<file path="src/rtl/core/gzfd_pkg.sv">
// ----------------------------------------------------------------------------
// gzfd_pkg
// Shared sizes, codes and handshake types of the ground-zone fall detector.
// ----------------------------------------------------------------------------
package gzfd_pkg;

    // image and history geometry
    localparam int IMAGE_ROWS    = 8;
    localparam int IMAGE_COLS    = 32;
    localparam int HISTORY_DEPTH = 8;
    localparam int FRAME_PIXELS  = IMAGE_ROWS * IMAGE_COLS;

    // field widths
    localparam int DIST_W  = 16;
    localparam int THR_W   = 7;
    localparam int ROWSEL_W = 3;
    localparam int EVT_W   = 2;
    localparam int CONF_W  = 7;
    localparam int IN_W    = 16;
    localparam int OUT_W   = 32;

    // configuration port
    localparam int CFG_IDX_W  = 2;
    localparam int CFG_DATA_W = 16;

    // derived internal widths
    localparam int ROW_W  = $clog2(IMAGE_ROWS + 1);
    localparam int COL_W  = (IMAGE_COLS > 1) ? $clog2(IMAGE_COLS) : 1;
    localparam int CNT_W  = $clog2(FRAME_PIXELS + 1);
    localparam int ZSUM_W = DIST_W + CNT_W;
    localparam int HIDX_W = $clog2(HISTORY_DEPTH);
    localparam int SSUM_W = DIST_W + HIDX_W;
    localparam int MULB_W = 13;
    localparam int PROD_W = SSUM_W + MULB_W;
    localparam int DIVD_W = (PROD_W > ZSUM_W) ? PROD_W : ZSUM_W;
    localparam int DIVS_W = SSUM_W + THR_W;
    localparam int DCNT_W = $clog2(DIVD_W);

    // register indexes
    localparam logic [CFG_IDX_W-1:0] REG_THRESHOLD  = 2'd0;
    localparam logic [CFG_IDX_W-1:0] REG_FALL_MAX   = 2'd1;
    localparam logic [CFG_IDX_W-1:0] REG_VALID_MAX  = 2'd2;
    localparam logic [CFG_IDX_W-1:0] REG_GROUND_ROW = 2'd3;

    // register reset values
    localparam logic [THR_W-1:0]    RST_THRESHOLD  = 7'd80;
    localparam logic [DIST_W-1:0]   RST_FALL_MAX   = 16'd1500;
    localparam logic [DIST_W-1:0]   RST_VALID_MAX  = 16'd5000;
    localparam logic [ROWSEL_W-1:0] RST_GROUND_ROW = 3'd6;

    // event codes
    localparam logic [EVT_W-1:0] EVT_NORMAL   = 2'd0;
    localparam logic [EVT_W-1:0] EVT_ABNORMAL = 2'd1;
    localparam logic [EVT_W-1:0] EVT_FALL     = 2'd2;

    // classification constants
    localparam logic [MULB_W-1:0] PCT_FALL = 13'd100;
    localparam logic [MULB_W-1:0] PCT_ABN  = 13'd200;
    localparam logic [MULB_W-1:0] K_FALL   = 13'd5000;
    localparam logic [MULB_W-1:0] K_ABN    = 13'd4000;
    localparam logic [CONF_W-1:0] CONF_MAX = 7'd100;

    typedef struct packed {
        logic              start;
        logic [DIVD_W-1:0] dividend;
        logic [DIVS_W-1:0] divisor;
    } div_req_t;

    typedef struct packed {
        logic              busy;
        logic              done;
        logic [DIVD_W-1:0] quotient;
    } div_rsp_t;

endpackage

</file>
<file path="src/rtl/core/gzfd_div.sv">
// ----------------------------------------------------------------------------
// gzfd_div
// Restoring divider, one quotient bit per cycle, done pulse once all DIVD_W quotient bits are in.
// ----------------------------------------------------------------------------
module gzfd_div (
    input  logic                aclk,
    input  logic                aresetn,
    input  gzfd_pkg::div_req_t  req,
    output gzfd_pkg::div_rsp_t  rsp
);
    import gzfd_pkg::*;

    logic              busy_reg, busy_next;
    logic              done_reg, done_next;
    logic [DCNT_W-1:0] cnt_reg, cnt_next;
    logic [DIVD_W-1:0] quo_reg, quo_next;
    logic [DIVS_W-1:0] rem_reg, rem_next;
    logic [DIVS_W-1:0] dsr_reg, dsr_next;

    logic [DIVS_W:0] trial;
    logic [DIVS_W:0] trial_sub;
    logic            trial_ge;

    assign trial     = {rem_reg, quo_reg[DIVD_W-1]};
    assign trial_ge  = trial >= {1'b0, dsr_reg};
    assign trial_sub = trial - {1'b0, dsr_reg};

    always_comb begin
        busy_next = busy_reg;
        done_next = 1'b0;
        cnt_next  = cnt_reg;
        quo_next  = quo_reg;
        rem_next  = rem_reg;
        dsr_next  = dsr_reg;
        if (req.start) begin
            busy_next = 1'b1;
            cnt_next  = '0;
            quo_next  = req.dividend;
            rem_next  = '0;
            dsr_next  = req.divisor;
        end else if (busy_reg) begin
            rem_next = trial_ge ? trial_sub[DIVS_W-1:0] : trial[DIVS_W-1:0];
            quo_next = {quo_reg[DIVD_W-2:0], trial_ge};
            cnt_next = cnt_reg + 1'b1;
            if (cnt_reg == DCNT_W'(DIVD_W - 1)) begin
                busy_next = 1'b0;
                done_next = 1'b1;
            end
        end
    end

    always_ff @(posedge aclk) begin
        if (!aresetn) begin
            busy_reg <= 1'b0;
            done_reg <= 1'b0;
            cnt_reg  <= '0;
        end else begin
            busy_reg <= busy_next;
            done_reg <= done_next;
            cnt_reg  <= cnt_next;
        end
        quo_reg <= quo_next;
        rem_reg <= rem_next;
        dsr_reg <= dsr_next;
    end

    assign rsp.busy     = busy_reg;
    assign rsp.done     = done_reg;
    assign rsp.quotient = quo_reg;

endmodule

</file>
<file path="src/rtl/core/ground_zone_fall_detector_top.sv">
// Sequencing: each pixel is accumulated as it arrives; after the last pixel the result is formed
//   by an averaging divide (skipped for an empty zone), a walk over any earlier history entries,
//   multiply and compare steps and a confidence divide for a fall or abnormal result.
// Throughput: one pixel per cycle within a frame; no input is taken while a frame result
//   is being computed or waits for the output register to be freed.
// Synchronous active-low reset: register defaults, empty history, no pending result.
// ----------------------------------------------------------------------------
// ground_zone_fall_detector_top
// Averages valid ground-zone depth pixels per frame and classifies the drop
// against the recent history as normal, abnormal movement or fall.
// ----------------------------------------------------------------------------
module ground_zone_fall_detector_top (
    input  logic                                aclk,
    input  logic                                aresetn,
    input  logic                                s_tvalid,
    output logic                                s_tready,
    input  logic [gzfd_pkg::IN_W-1:0]           s_tdata,   // [15:0] distance_mm
    input  logic                                s_tlast,   // end_of_frame
    output logic                                m_tvalid,
    input  logic                                m_tready,
    // [1:0] event_state, [8:2] confidence, [24:9] ground_avg_mm, rest zero
    output logic [gzfd_pkg::OUT_W-1:0]          m_tdata,
    input  logic                                cfg_we,
    input  logic [gzfd_pkg::CFG_IDX_W-1:0]      cfg_index,
    input  logic [gzfd_pkg::CFG_DATA_W-1:0]     cfg_wdata
);
    import gzfd_pkg::*;

    localparam logic [3:0] ST_IDLE      = 4'd0;
    localparam logic [3:0] ST_AVG_GO    = 4'd1;
    localparam logic [3:0] ST_AVG_WAIT  = 4'd2;
    localparam logic [3:0] ST_PUSH      = 4'd3;
    localparam logic [3:0] ST_SUM       = 4'd4;
    localparam logic [3:0] ST_MUL_NA    = 4'd5;
    localparam logic [3:0] ST_MUL_T     = 4'd6;
    localparam logic [3:0] ST_MUL_100   = 4'd7;
    localparam logic [3:0] ST_CMP_100   = 4'd8;
    localparam logic [3:0] ST_CMP_200   = 4'd9;
    localparam logic [3:0] ST_MUL_K     = 4'd10;
    localparam logic [3:0] ST_CONF_GO   = 4'd11;
    localparam logic [3:0] ST_CONF_WAIT = 4'd12;
    localparam logic [3:0] ST_DONE      = 4'd13;

    // configuration
    logic [THR_W-1:0]    thr_reg;
    logic [DIST_W-1:0]   fmax_reg;
    logic [DIST_W-1:0]   vmax_reg;
    logic [ROWSEL_W-1:0] fgr_reg;

    // sequencer and datapath
    logic [3:0]        state_reg, state_next;
    logic [ROW_W-1:0]  row_reg, row_next;
    logic [COL_W-1:0]  col_reg, col_next;
    logic [ZSUM_W-1:0] zsum_reg, zsum_next;
    logic [CNT_W-1:0]  zcnt_reg, zcnt_next;
    logic [DIST_W-1:0] avg_reg, avg_next;
    logic [HIDX_W-1:0] wslot_reg, wslot_next;
    logic              filled_reg, filled_next;
    logic [HIDX_W-1:0] ptr_reg, ptr_next;
    logic [HIDX_W-1:0] iter_reg, iter_next;
    logic [HIDX_W-1:0] n_reg, n_next;
    logic [SSUM_W-1:0] ssum_reg, ssum_next;
    logic [PROD_W-1:0] prod_reg, prod_next;
    logic [SSUM_W-1:0] diff_reg, diff_next;
    logic [DIVS_W-1:0] t_reg, t_next;
    logic [EVT_W-1:0]  evt_reg, evt_next;
    logic [CONF_W-1:0] conf_reg, conf_next;
    logic              m_valid_reg, m_valid_next;
    logic [OUT_W-1:0]  m_data_reg, m_data_next;

    logic [DIST_W-1:0] hist_mem [HISTORY_DEPTH];
    logic [DIST_W-1:0] hist_rd_reg;
    logic              hist_we;

    // shared multiplier
    logic [SSUM_W-1:0] mul_a;
    logic [MULB_W-1:0] mul_b;
    logic [PROD_W-1:0] mul_p;

    div_req_t div_req;
    div_rsp_t div_rsp;

    logic              pix_accept;
    logic              pix_in_zone;
    logic [DIST_W-1:0] pix_dist;
    logic [THR_W-1:0]  thr_eff;
    logic              filled_new;
    logic [HIDX_W-1:0] n_new;

    assign s_tready   = (state_reg == ST_IDLE);
    assign pix_accept = s_tvalid && s_tready;
    assign pix_dist   = s_tdata[DIST_W-1:0];
    assign thr_eff    = (thr_reg == '0) ? THR_W'(1) : thr_reg;

    assign pix_in_zone = (row_reg < ROW_W'(IMAGE_ROWS))
                      && (row_reg >= ROW_W'(fgr_reg))
                      && (pix_dist != '0) && (pix_dist < vmax_reg);

    assign filled_new = filled_reg || (wslot_reg == HIDX_W'(HISTORY_DEPTH - 1));
    assign n_new      = filled_new ? HIDX_W'(HISTORY_DEPTH - 1) : wslot_reg;

    assign mul_p = {{MULB_W{1'b0}}, mul_a} * {{SSUM_W{1'b0}}, mul_b};

    gzfd_div u_div (
        .aclk    (aclk),
        .aresetn (aresetn),
        .req     (div_req),
        .rsp     (div_rsp)
    );

    always_ff @(posedge aclk) begin
        if (!aresetn) begin
            thr_reg  <= RST_THRESHOLD;
            fmax_reg <= RST_FALL_MAX;
            vmax_reg <= RST_VALID_MAX;
            fgr_reg  <= RST_GROUND_ROW;
        end else if (cfg_we) begin
            case (cfg_index)
                REG_THRESHOLD:  thr_reg  <= cfg_wdata[THR_W-1:0];
                REG_FALL_MAX:   fmax_reg <= cfg_wdata[DIST_W-1:0];
                REG_VALID_MAX:  vmax_reg <= cfg_wdata[DIST_W-1:0];
                REG_GROUND_ROW: fgr_reg  <= cfg_wdata[ROWSEL_W-1:0];
                default: ;
            endcase
        end
    end

    always_comb begin
        state_next   = state_reg;
        row_next     = row_reg;
        col_next     = col_reg;
        zsum_next    = zsum_reg;
        zcnt_next    = zcnt_reg;
        avg_next     = avg_reg;
        wslot_next   = wslot_reg;
        filled_next  = filled_reg;
        ptr_next     = ptr_reg;
        iter_next    = iter_reg;
        n_next       = n_reg;
        ssum_next    = ssum_reg;
        prod_next    = prod_reg;
        diff_next    = diff_reg;
        t_next       = t_reg;
        evt_next     = evt_reg;
        conf_next    = conf_reg;
        m_valid_next = m_valid_reg && !m_tready;
        m_data_next  = m_data_reg;
        hist_we      = 1'b0;
        mul_a        = diff_reg;
        mul_b        = PCT_FALL;
        div_req.start    = 1'b0;
        div_req.dividend = DIVD_W'(zsum_reg);
        div_req.divisor  = DIVS_W'(zcnt_reg);

        case (state_reg)
            ST_IDLE: begin
                if (pix_accept) begin
                    if (row_reg < ROW_W'(IMAGE_ROWS)) begin
                        if (pix_in_zone) begin
                            zsum_next = zsum_reg + ZSUM_W'(pix_dist);
                            zcnt_next = zcnt_reg + 1'b1;
                        end
                        if (col_reg == COL_W'(IMAGE_COLS - 1)) begin
                            col_next = '0;
                            row_next = row_reg + 1'b1;
                        end else begin
                            col_next = col_reg + 1'b1;
                        end
                    end
                    if (s_tlast) begin
                        state_next = ST_AVG_GO;
                    end
                end
            end
            ST_AVG_GO: begin
                if (zcnt_reg == '0) begin
                    avg_next   = '0;
                    state_next = ST_PUSH;
                end else begin
                    div_req.start = 1'b1;
                    state_next    = ST_AVG_WAIT;
                end
            end
            ST_AVG_WAIT: begin
                if (div_rsp.done) begin
                    avg_next   = div_rsp.quotient[DIST_W-1:0];
                    state_next = ST_PUSH;
                end
            end
            ST_PUSH: begin
                hist_we     = 1'b1;
                row_next    = '0;
                col_next    = '0;
                zsum_next   = '0;
                zcnt_next   = '0;
                evt_next    = EVT_NORMAL;
                conf_next   = '0;
                ssum_next   = '0;
                filled_next = filled_new;
                wslot_next  = (wslot_reg == HIDX_W'(HISTORY_DEPTH - 1)) ? '0
                                                                        : wslot_reg + 1'b1;
                // walk backward from the entry before the one just written
                ptr_next    = (wslot_reg == '0) ? HIDX_W'(HISTORY_DEPTH - 1)
                                                : wslot_reg - 1'b1;
                n_next      = n_new;
                iter_next   = n_new;
                state_next  = (n_new == '0) ? ST_DONE : ST_SUM;
            end
            ST_SUM: begin
                ssum_next = ssum_reg + SSUM_W'(hist_rd_reg);
                ptr_next  = (ptr_reg == '0) ? HIDX_W'(HISTORY_DEPTH - 1) : ptr_reg - 1'b1;
                iter_next = iter_reg - 1'b1;
                if (iter_reg == HIDX_W'(1)) begin
                    state_next = ST_MUL_NA;
                end
            end
            ST_MUL_NA: begin
                // earlier mean below 1 mm: stays normal
                if (ssum_reg < SSUM_W'(n_reg)) begin
                    state_next = ST_DONE;
                end else begin
                    mul_a      = SSUM_W'(avg_reg);
                    mul_b      = MULB_W'(n_reg);
                    prod_next  = mul_p;
                    state_next = ST_MUL_T;
                end
            end
            ST_MUL_T: begin
                if (PROD_W'(ssum_reg) <= prod_reg) begin
                    state_next = ST_DONE;
                end else begin
                    diff_next  = ssum_reg - prod_reg[SSUM_W-1:0];
                    mul_a      = ssum_reg;
                    mul_b      = MULB_W'(thr_eff);
                    prod_next  = mul_p;
                    state_next = ST_MUL_100;
                end
            end
            ST_MUL_100: begin
                t_next     = prod_reg[DIVS_W-1:0];
                mul_a      = diff_reg;
                mul_b      = PCT_FALL;
                prod_next  = mul_p;
                state_next = ST_CMP_100;
            end
            ST_CMP_100: begin
                if ((prod_reg >= PROD_W'(t_reg)) && (avg_reg < fmax_reg)) begin
                    evt_next   = EVT_FALL;
                    state_next = ST_MUL_K;
                end else begin
                    mul_a      = diff_reg;
                    mul_b      = PCT_ABN;
                    prod_next  = mul_p;
                    state_next = ST_CMP_200;
                end
            end
            ST_CMP_200: begin
                if (prod_reg >= PROD_W'(t_reg)) begin
                    evt_next   = EVT_ABNORMAL;
                    state_next = ST_MUL_K;
                end else begin
                    state_next = ST_DONE;
                end
            end
            ST_MUL_K: begin
                mul_a      = diff_reg;
                mul_b      = (evt_reg == EVT_FALL) ? K_FALL : K_ABN;
                prod_next  = mul_p;
                state_next = ST_CONF_GO;
            end
            ST_CONF_GO: begin
                div_req.start    = 1'b1;
                div_req.dividend = DIVD_W'(prod_reg);
                div_req.divisor  = t_reg;
                state_next       = ST_CONF_WAIT;
            end
            ST_CONF_WAIT: begin
                if (div_rsp.done) begin
                    conf_next  = (div_rsp.quotient > DIVD_W'(CONF_MAX))
                               ? CONF_MAX : div_rsp.quotient[CONF_W-1:0];
                    state_next = ST_DONE;
                end
            end
            ST_DONE: begin
                if (!m_valid_reg || m_tready) begin
                    m_valid_next = 1'b1;
                    m_data_next  = OUT_W'({avg_reg, conf_reg, evt_reg});
                    state_next   = ST_IDLE;
                end
            end
            default: begin
                state_next = ST_IDLE;
            end
        endcase
    end

    always_ff @(posedge aclk) begin
        if (!aresetn) begin
            state_reg   <= ST_IDLE;
            row_reg     <= '0;
            col_reg     <= '0;
            zsum_reg    <= '0;
            zcnt_reg    <= '0;
            wslot_reg   <= '0;
            filled_reg  <= 1'b0;
            m_valid_reg <= 1'b0;
        end else begin
            state_reg   <= state_next;
            row_reg     <= row_next;
            col_reg     <= col_next;
            zsum_reg    <= zsum_next;
            zcnt_reg    <= zcnt_next;
            wslot_reg   <= wslot_next;
            filled_reg  <= filled_next;
            m_valid_reg <= m_valid_next;
        end
        avg_reg    <= avg_next;
        ptr_reg    <= ptr_next;
        iter_reg   <= iter_next;
        n_reg      <= n_next;
        ssum_reg   <= ssum_next;
        prod_reg   <= prod_next;
        diff_reg   <= diff_next;
        t_reg      <= t_next;
        evt_reg    <= evt_next;
        conf_reg   <= conf_next;
        m_data_reg <= m_data_next;
    end

    // read address runs one step ahead, so the read data lines up with ptr_reg
    always_ff @(posedge aclk) begin
        if (hist_we) begin
            hist_mem[wslot_reg] <= avg_reg;
        end
        hist_rd_reg <= hist_mem[ptr_next];
    end

    assign m_tvalid = m_valid_reg;
    assign m_tdata  = m_data_reg;

    a_div_start_idle: assert property (@(posedge aclk) disable iff (!aresetn)
        div_req.start |-> !div_rsp.busy)
        else $error("divider started while busy");

    a_fall_conf: assert property (@(posedge aclk) disable iff (!aresetn)
        (m_valid_reg && (m_data_reg[1:0] == EVT_FALL)) |-> (m_data_reg[8:2] >= 7'd50))
        else $error("fall result with confidence below 50");

    a_abn_conf: assert property (@(posedge aclk) disable iff (!aresetn)
        (m_valid_reg && (m_data_reg[1:0] == EVT_ABNORMAL)) |-> (m_data_reg[8:2] >= 7'd20))
        else $error("abnormal result with confidence below 20");

    a_normal_conf: assert property (@(posedge aclk) disable iff (!aresetn)
        (m_valid_reg && (m_data_reg[1:0] == EVT_NORMAL)) |-> (m_data_reg[8:2] == '0))
        else $error("normal result with nonzero confidence");

    a_pending_hold: assert property (@(posedge aclk) disable iff (!aresetn)
        (state_reg == ST_DONE && m_valid_reg && !m_tready)
        |=> (state_reg == ST_DONE && $stable(m_data_reg)))
        else $error("pending result overwritten");

    a_sum_iter: assert property (@(posedge aclk) disable iff (!aresetn)
        (state_reg == ST_SUM) |-> (iter_reg != '0))
        else $error("history walk with zero entries left");

endmodule

</file>
<file path="config.mk">
export PLATFORM = sky130hd
export DESIGN_NAME = ground_zone_fall_detector_top
export DESIGN_NICKNAME = d
export VERILOG_FILES = /design/src/rtl/core/gzfd_pkg.sv /design/src/rtl/core/gzfd_div.sv /design/src/rtl/core/ground_zone_fall_detector_top.sv
export SDC_FILE = /design/constraint.sdc
export NUM_CORES = 2
export LEC_CHECK = 0
export ABC_AREA = 1
export BUFFER_PORTS_ARGS = -buffer_cell sky130_fd_sc_hd__buf_2
export CAP_MARGIN = 20
export CORE_MARGIN = 2
export CORE_UTILIZATION = 65
export CTS_BUF_LIST = sky130_fd_sc_hd__clkbuf_8
export DETAILED_ROUTE_END_ITERATION = 6
export PLACE_DENSITY = 0.89
export SYNTH_ARGS = -nofsm -noshare
export SYNTH_HDL_FRONTEND = slang
export SYNTH_HIERARCHICAL = 1
export SYNTH_SLANG_ARGS = --single-unit
</file>
<file path="constraint.sdc">
create_clock -name aclk -period 18.5 [get_ports aclk]
set_input_delay 0.925 -clock aclk [delete_from_list [all_inputs] [get_ports aclk]]
set_output_delay 0.925 -clock aclk [all_outputs]
set_load 0.05 [all_outputs]
</file>
==> flow_metrics.env <==
export IMPL_status="complete, but fails checks"
export IMPL_failed_checks="DRC"
export IMPL_syn_area_um2=34300
export IMPL_routed_wl_um=99400
export IMPL_drt_initial_drc_count=3998
export IMPL_holdPathEnd="m_tdata[8]"
export IMPL_dp_hpwl_um=73300
export IMPL_cts_buffers=78
export IMPL_slowest_stage="fa_1"
export IMPL_hold_buffers=0
export IMPL_cts_repair_resized=0
export IMPL_die_area_um2=54600
export IMPL_cts_setup_buffers=0
export IMPL_required_ns=18.98
export IMPL_grt_first_pass_wirelength_um=154000
export IMPL_initial_core_util_pct=65.5
export IMPL_num_vias=29300
export IMPL_fin_area_um2=36900
export IMPL_rsz0062_at_grt="false"
export IMPL_via_per_inst=5.97
export IMPL_reg2reg_slack_ns=10.32
export IMPL_syn_inst=4090
export IMPL_yosysWarnings=6
export IMPL_cts_sinks=484
export IMPL_period_needed_ns=8.18
export IMPL_max_freq_mhz=122
export IMPL_drtPass1Iterations=7
export IMPL_r2r_end="prod_reg[21]"
export IMPL_fin_nets=4623
export IMPL_setup_viol=0
export IMPL_core_um2=52300
export IMPL_syn_area_per_cell_um2=8.38
export IMPL_cts_clk_slew_worst_paths_ns=0.07
export IMPL_place_congestion=1.04
export IMPL_timing_hold_worst_start="conf_reg[6]"
export IMPL_crit_top_cell="inv_1"
export IMPL_crit_type="register to register"
export IMPL_worst_pin_slew_ns=1.23
export IMPL_clock_skew_ns=0.0564
export IMPL_p_per_area_nw_per_um2=121
export IMPL_worstHoldPathType="register to register"
export IMPL_relSlewSlack_pct=17.6
export IMPL_placed_area_um2=35200
export IMPL_period_share_pct=44.2
export IMPL_arrival_ns=8.66
export IMPL_reg2reg_from="ssum_reg[10]"
export IMPL_reg2regPathDepth=33
export IMPL_vdd_drop_max_mv=0.0798
export IMPL_tns_ns=0
export IMPL_cap_viol_max_count=0
export IMPL_clk_latency_ns=0.73
export IMPL_cpPeakStageDelay_ns=0.55
export IMPL_fillers=3768
export IMPL_largest_register_ffs=128
export IMPL_ios=74
export IMPL_drive_gt1_share_pct=8.71
export IMPL_cp_max_fo=17
export IMPL_wl_per_cell_um=20.2
export IMPL_drc=3
export IMPL_power_mw=4.44
export IMPL_die_x_um=234
export IMPL_min_delay_path_depth=0
export IMPL_cts_buffer_depth=3
export IMPL_cts_max_level=3
export IMPL_slew_viol_final=0
export IMPL_startpoint_type="register"
export IMPL_gr_total_overflow=0
export IMPL_endpoint_kind="register"
export IMPL_die_height_um=234
export IMPL_total_leakage_power_nw=17.3
export IMPL_grt_pass1_vias=28400
export IMPL_grtUsageTotal_pct=37.2
export IMPL_area_growth_pct=7.57
export IMPL_rows=84
export IMPL_placed_cells=4774
export IMPL_grt_start_max_net_pins=66
export IMPL_ant_nets=0
export IMPL_hold_viol=0
export IMPL_cts_tree="done"
export IMPL_antenna_found_initial=7
export IMPL_fin_util_pct=70.4
export IMPL_final_cells=4919
export IMPL_port_buffers=66
export IMPL_cts_root_buf="clkbuf_8"
==> metrics by stage <==
step                      hold slack (ns)  setup slack, ns
after global routing                0.417            10.03
after global placement              0.404            10.74
after floorplan                     0.400            11.68
after detailed placement            0.405            10.65
after CTS                           0.407            10.55
final                               0.402            10.32
==> worst max path at each step <==
stage / cells past startpoint / from / slack [ns] / end
floorplan: 39 / ssum_reg[0] / 11.68 / prod_reg[29]
global placement: 32 / ssum_reg[0] / 10.74 / prod_reg[28]
detailed placement: 34 / ssum_reg[0] / 10.65 / prod_reg[28]
CTS: 33 / ssum_reg[1] / 10.55 / prod_reg[28]
global route: 33 / ssum_reg[1] / 10.03 / prod_reg[28]
finish: 33 / ssum_reg[10] / 10.32 / prod_reg[21]
==> critical path, delay by kind of cell, from the launching register on <==
| family | cells | cell delay (ns) |
|---|---|---|
| adder cells (fa/ha/maj) | 7 | 3.34 |
| flip-flops | 1 | 0.51 |
| XOR/XNOR | 1 | 0.33 |
| AND/OR/NAND/NOR | 10 | 1.29 |
| buffers and inverters | 8 | 0.62 |
| AO/OA/AOI/OAI | 7 | 1.81 |
==> cell type report <==
type	instances	area, µm²	area share, %
sequential	484	13100	35.5
inverter	775	2910	7.91
tap	688	861	2.34
multi-input combinational	2728	17800	48.3
clock buffer	88	1210	3.29
antenna	4	10.0	0.0272
timing repair buffer	100	606	1.64
clock inverter	52	367	0.995
==> layout by cell type (no fill, tap or decap), types with 137 or more instances in the layout <==
master,instances
inv_1,770
o21ai_0,221
nand2_1,935
nand3_1,137
edfxtp_1,338
a21oi_1,218
dfxtp_1,146
ha_1,233
nor2_1,314
fa_1,183
==> where the power goes <==
group | switching [mW] | internal [mW]
Sequential | 0.164 | 1.40
Clock | 0.464 | 0.488
Combinational | 1.30 | 0.625
==> per-layer routing <==
layer | share of wire, % | global-route usage, %
met1 | 36 | 47.3
met2 | 43 | 56.5
met3 | 14 | 10.7
met4 | 7.1 | 22.4
met5 | 0.048 | 0
No activity file was read; power rests on OpenSTA's default activity.
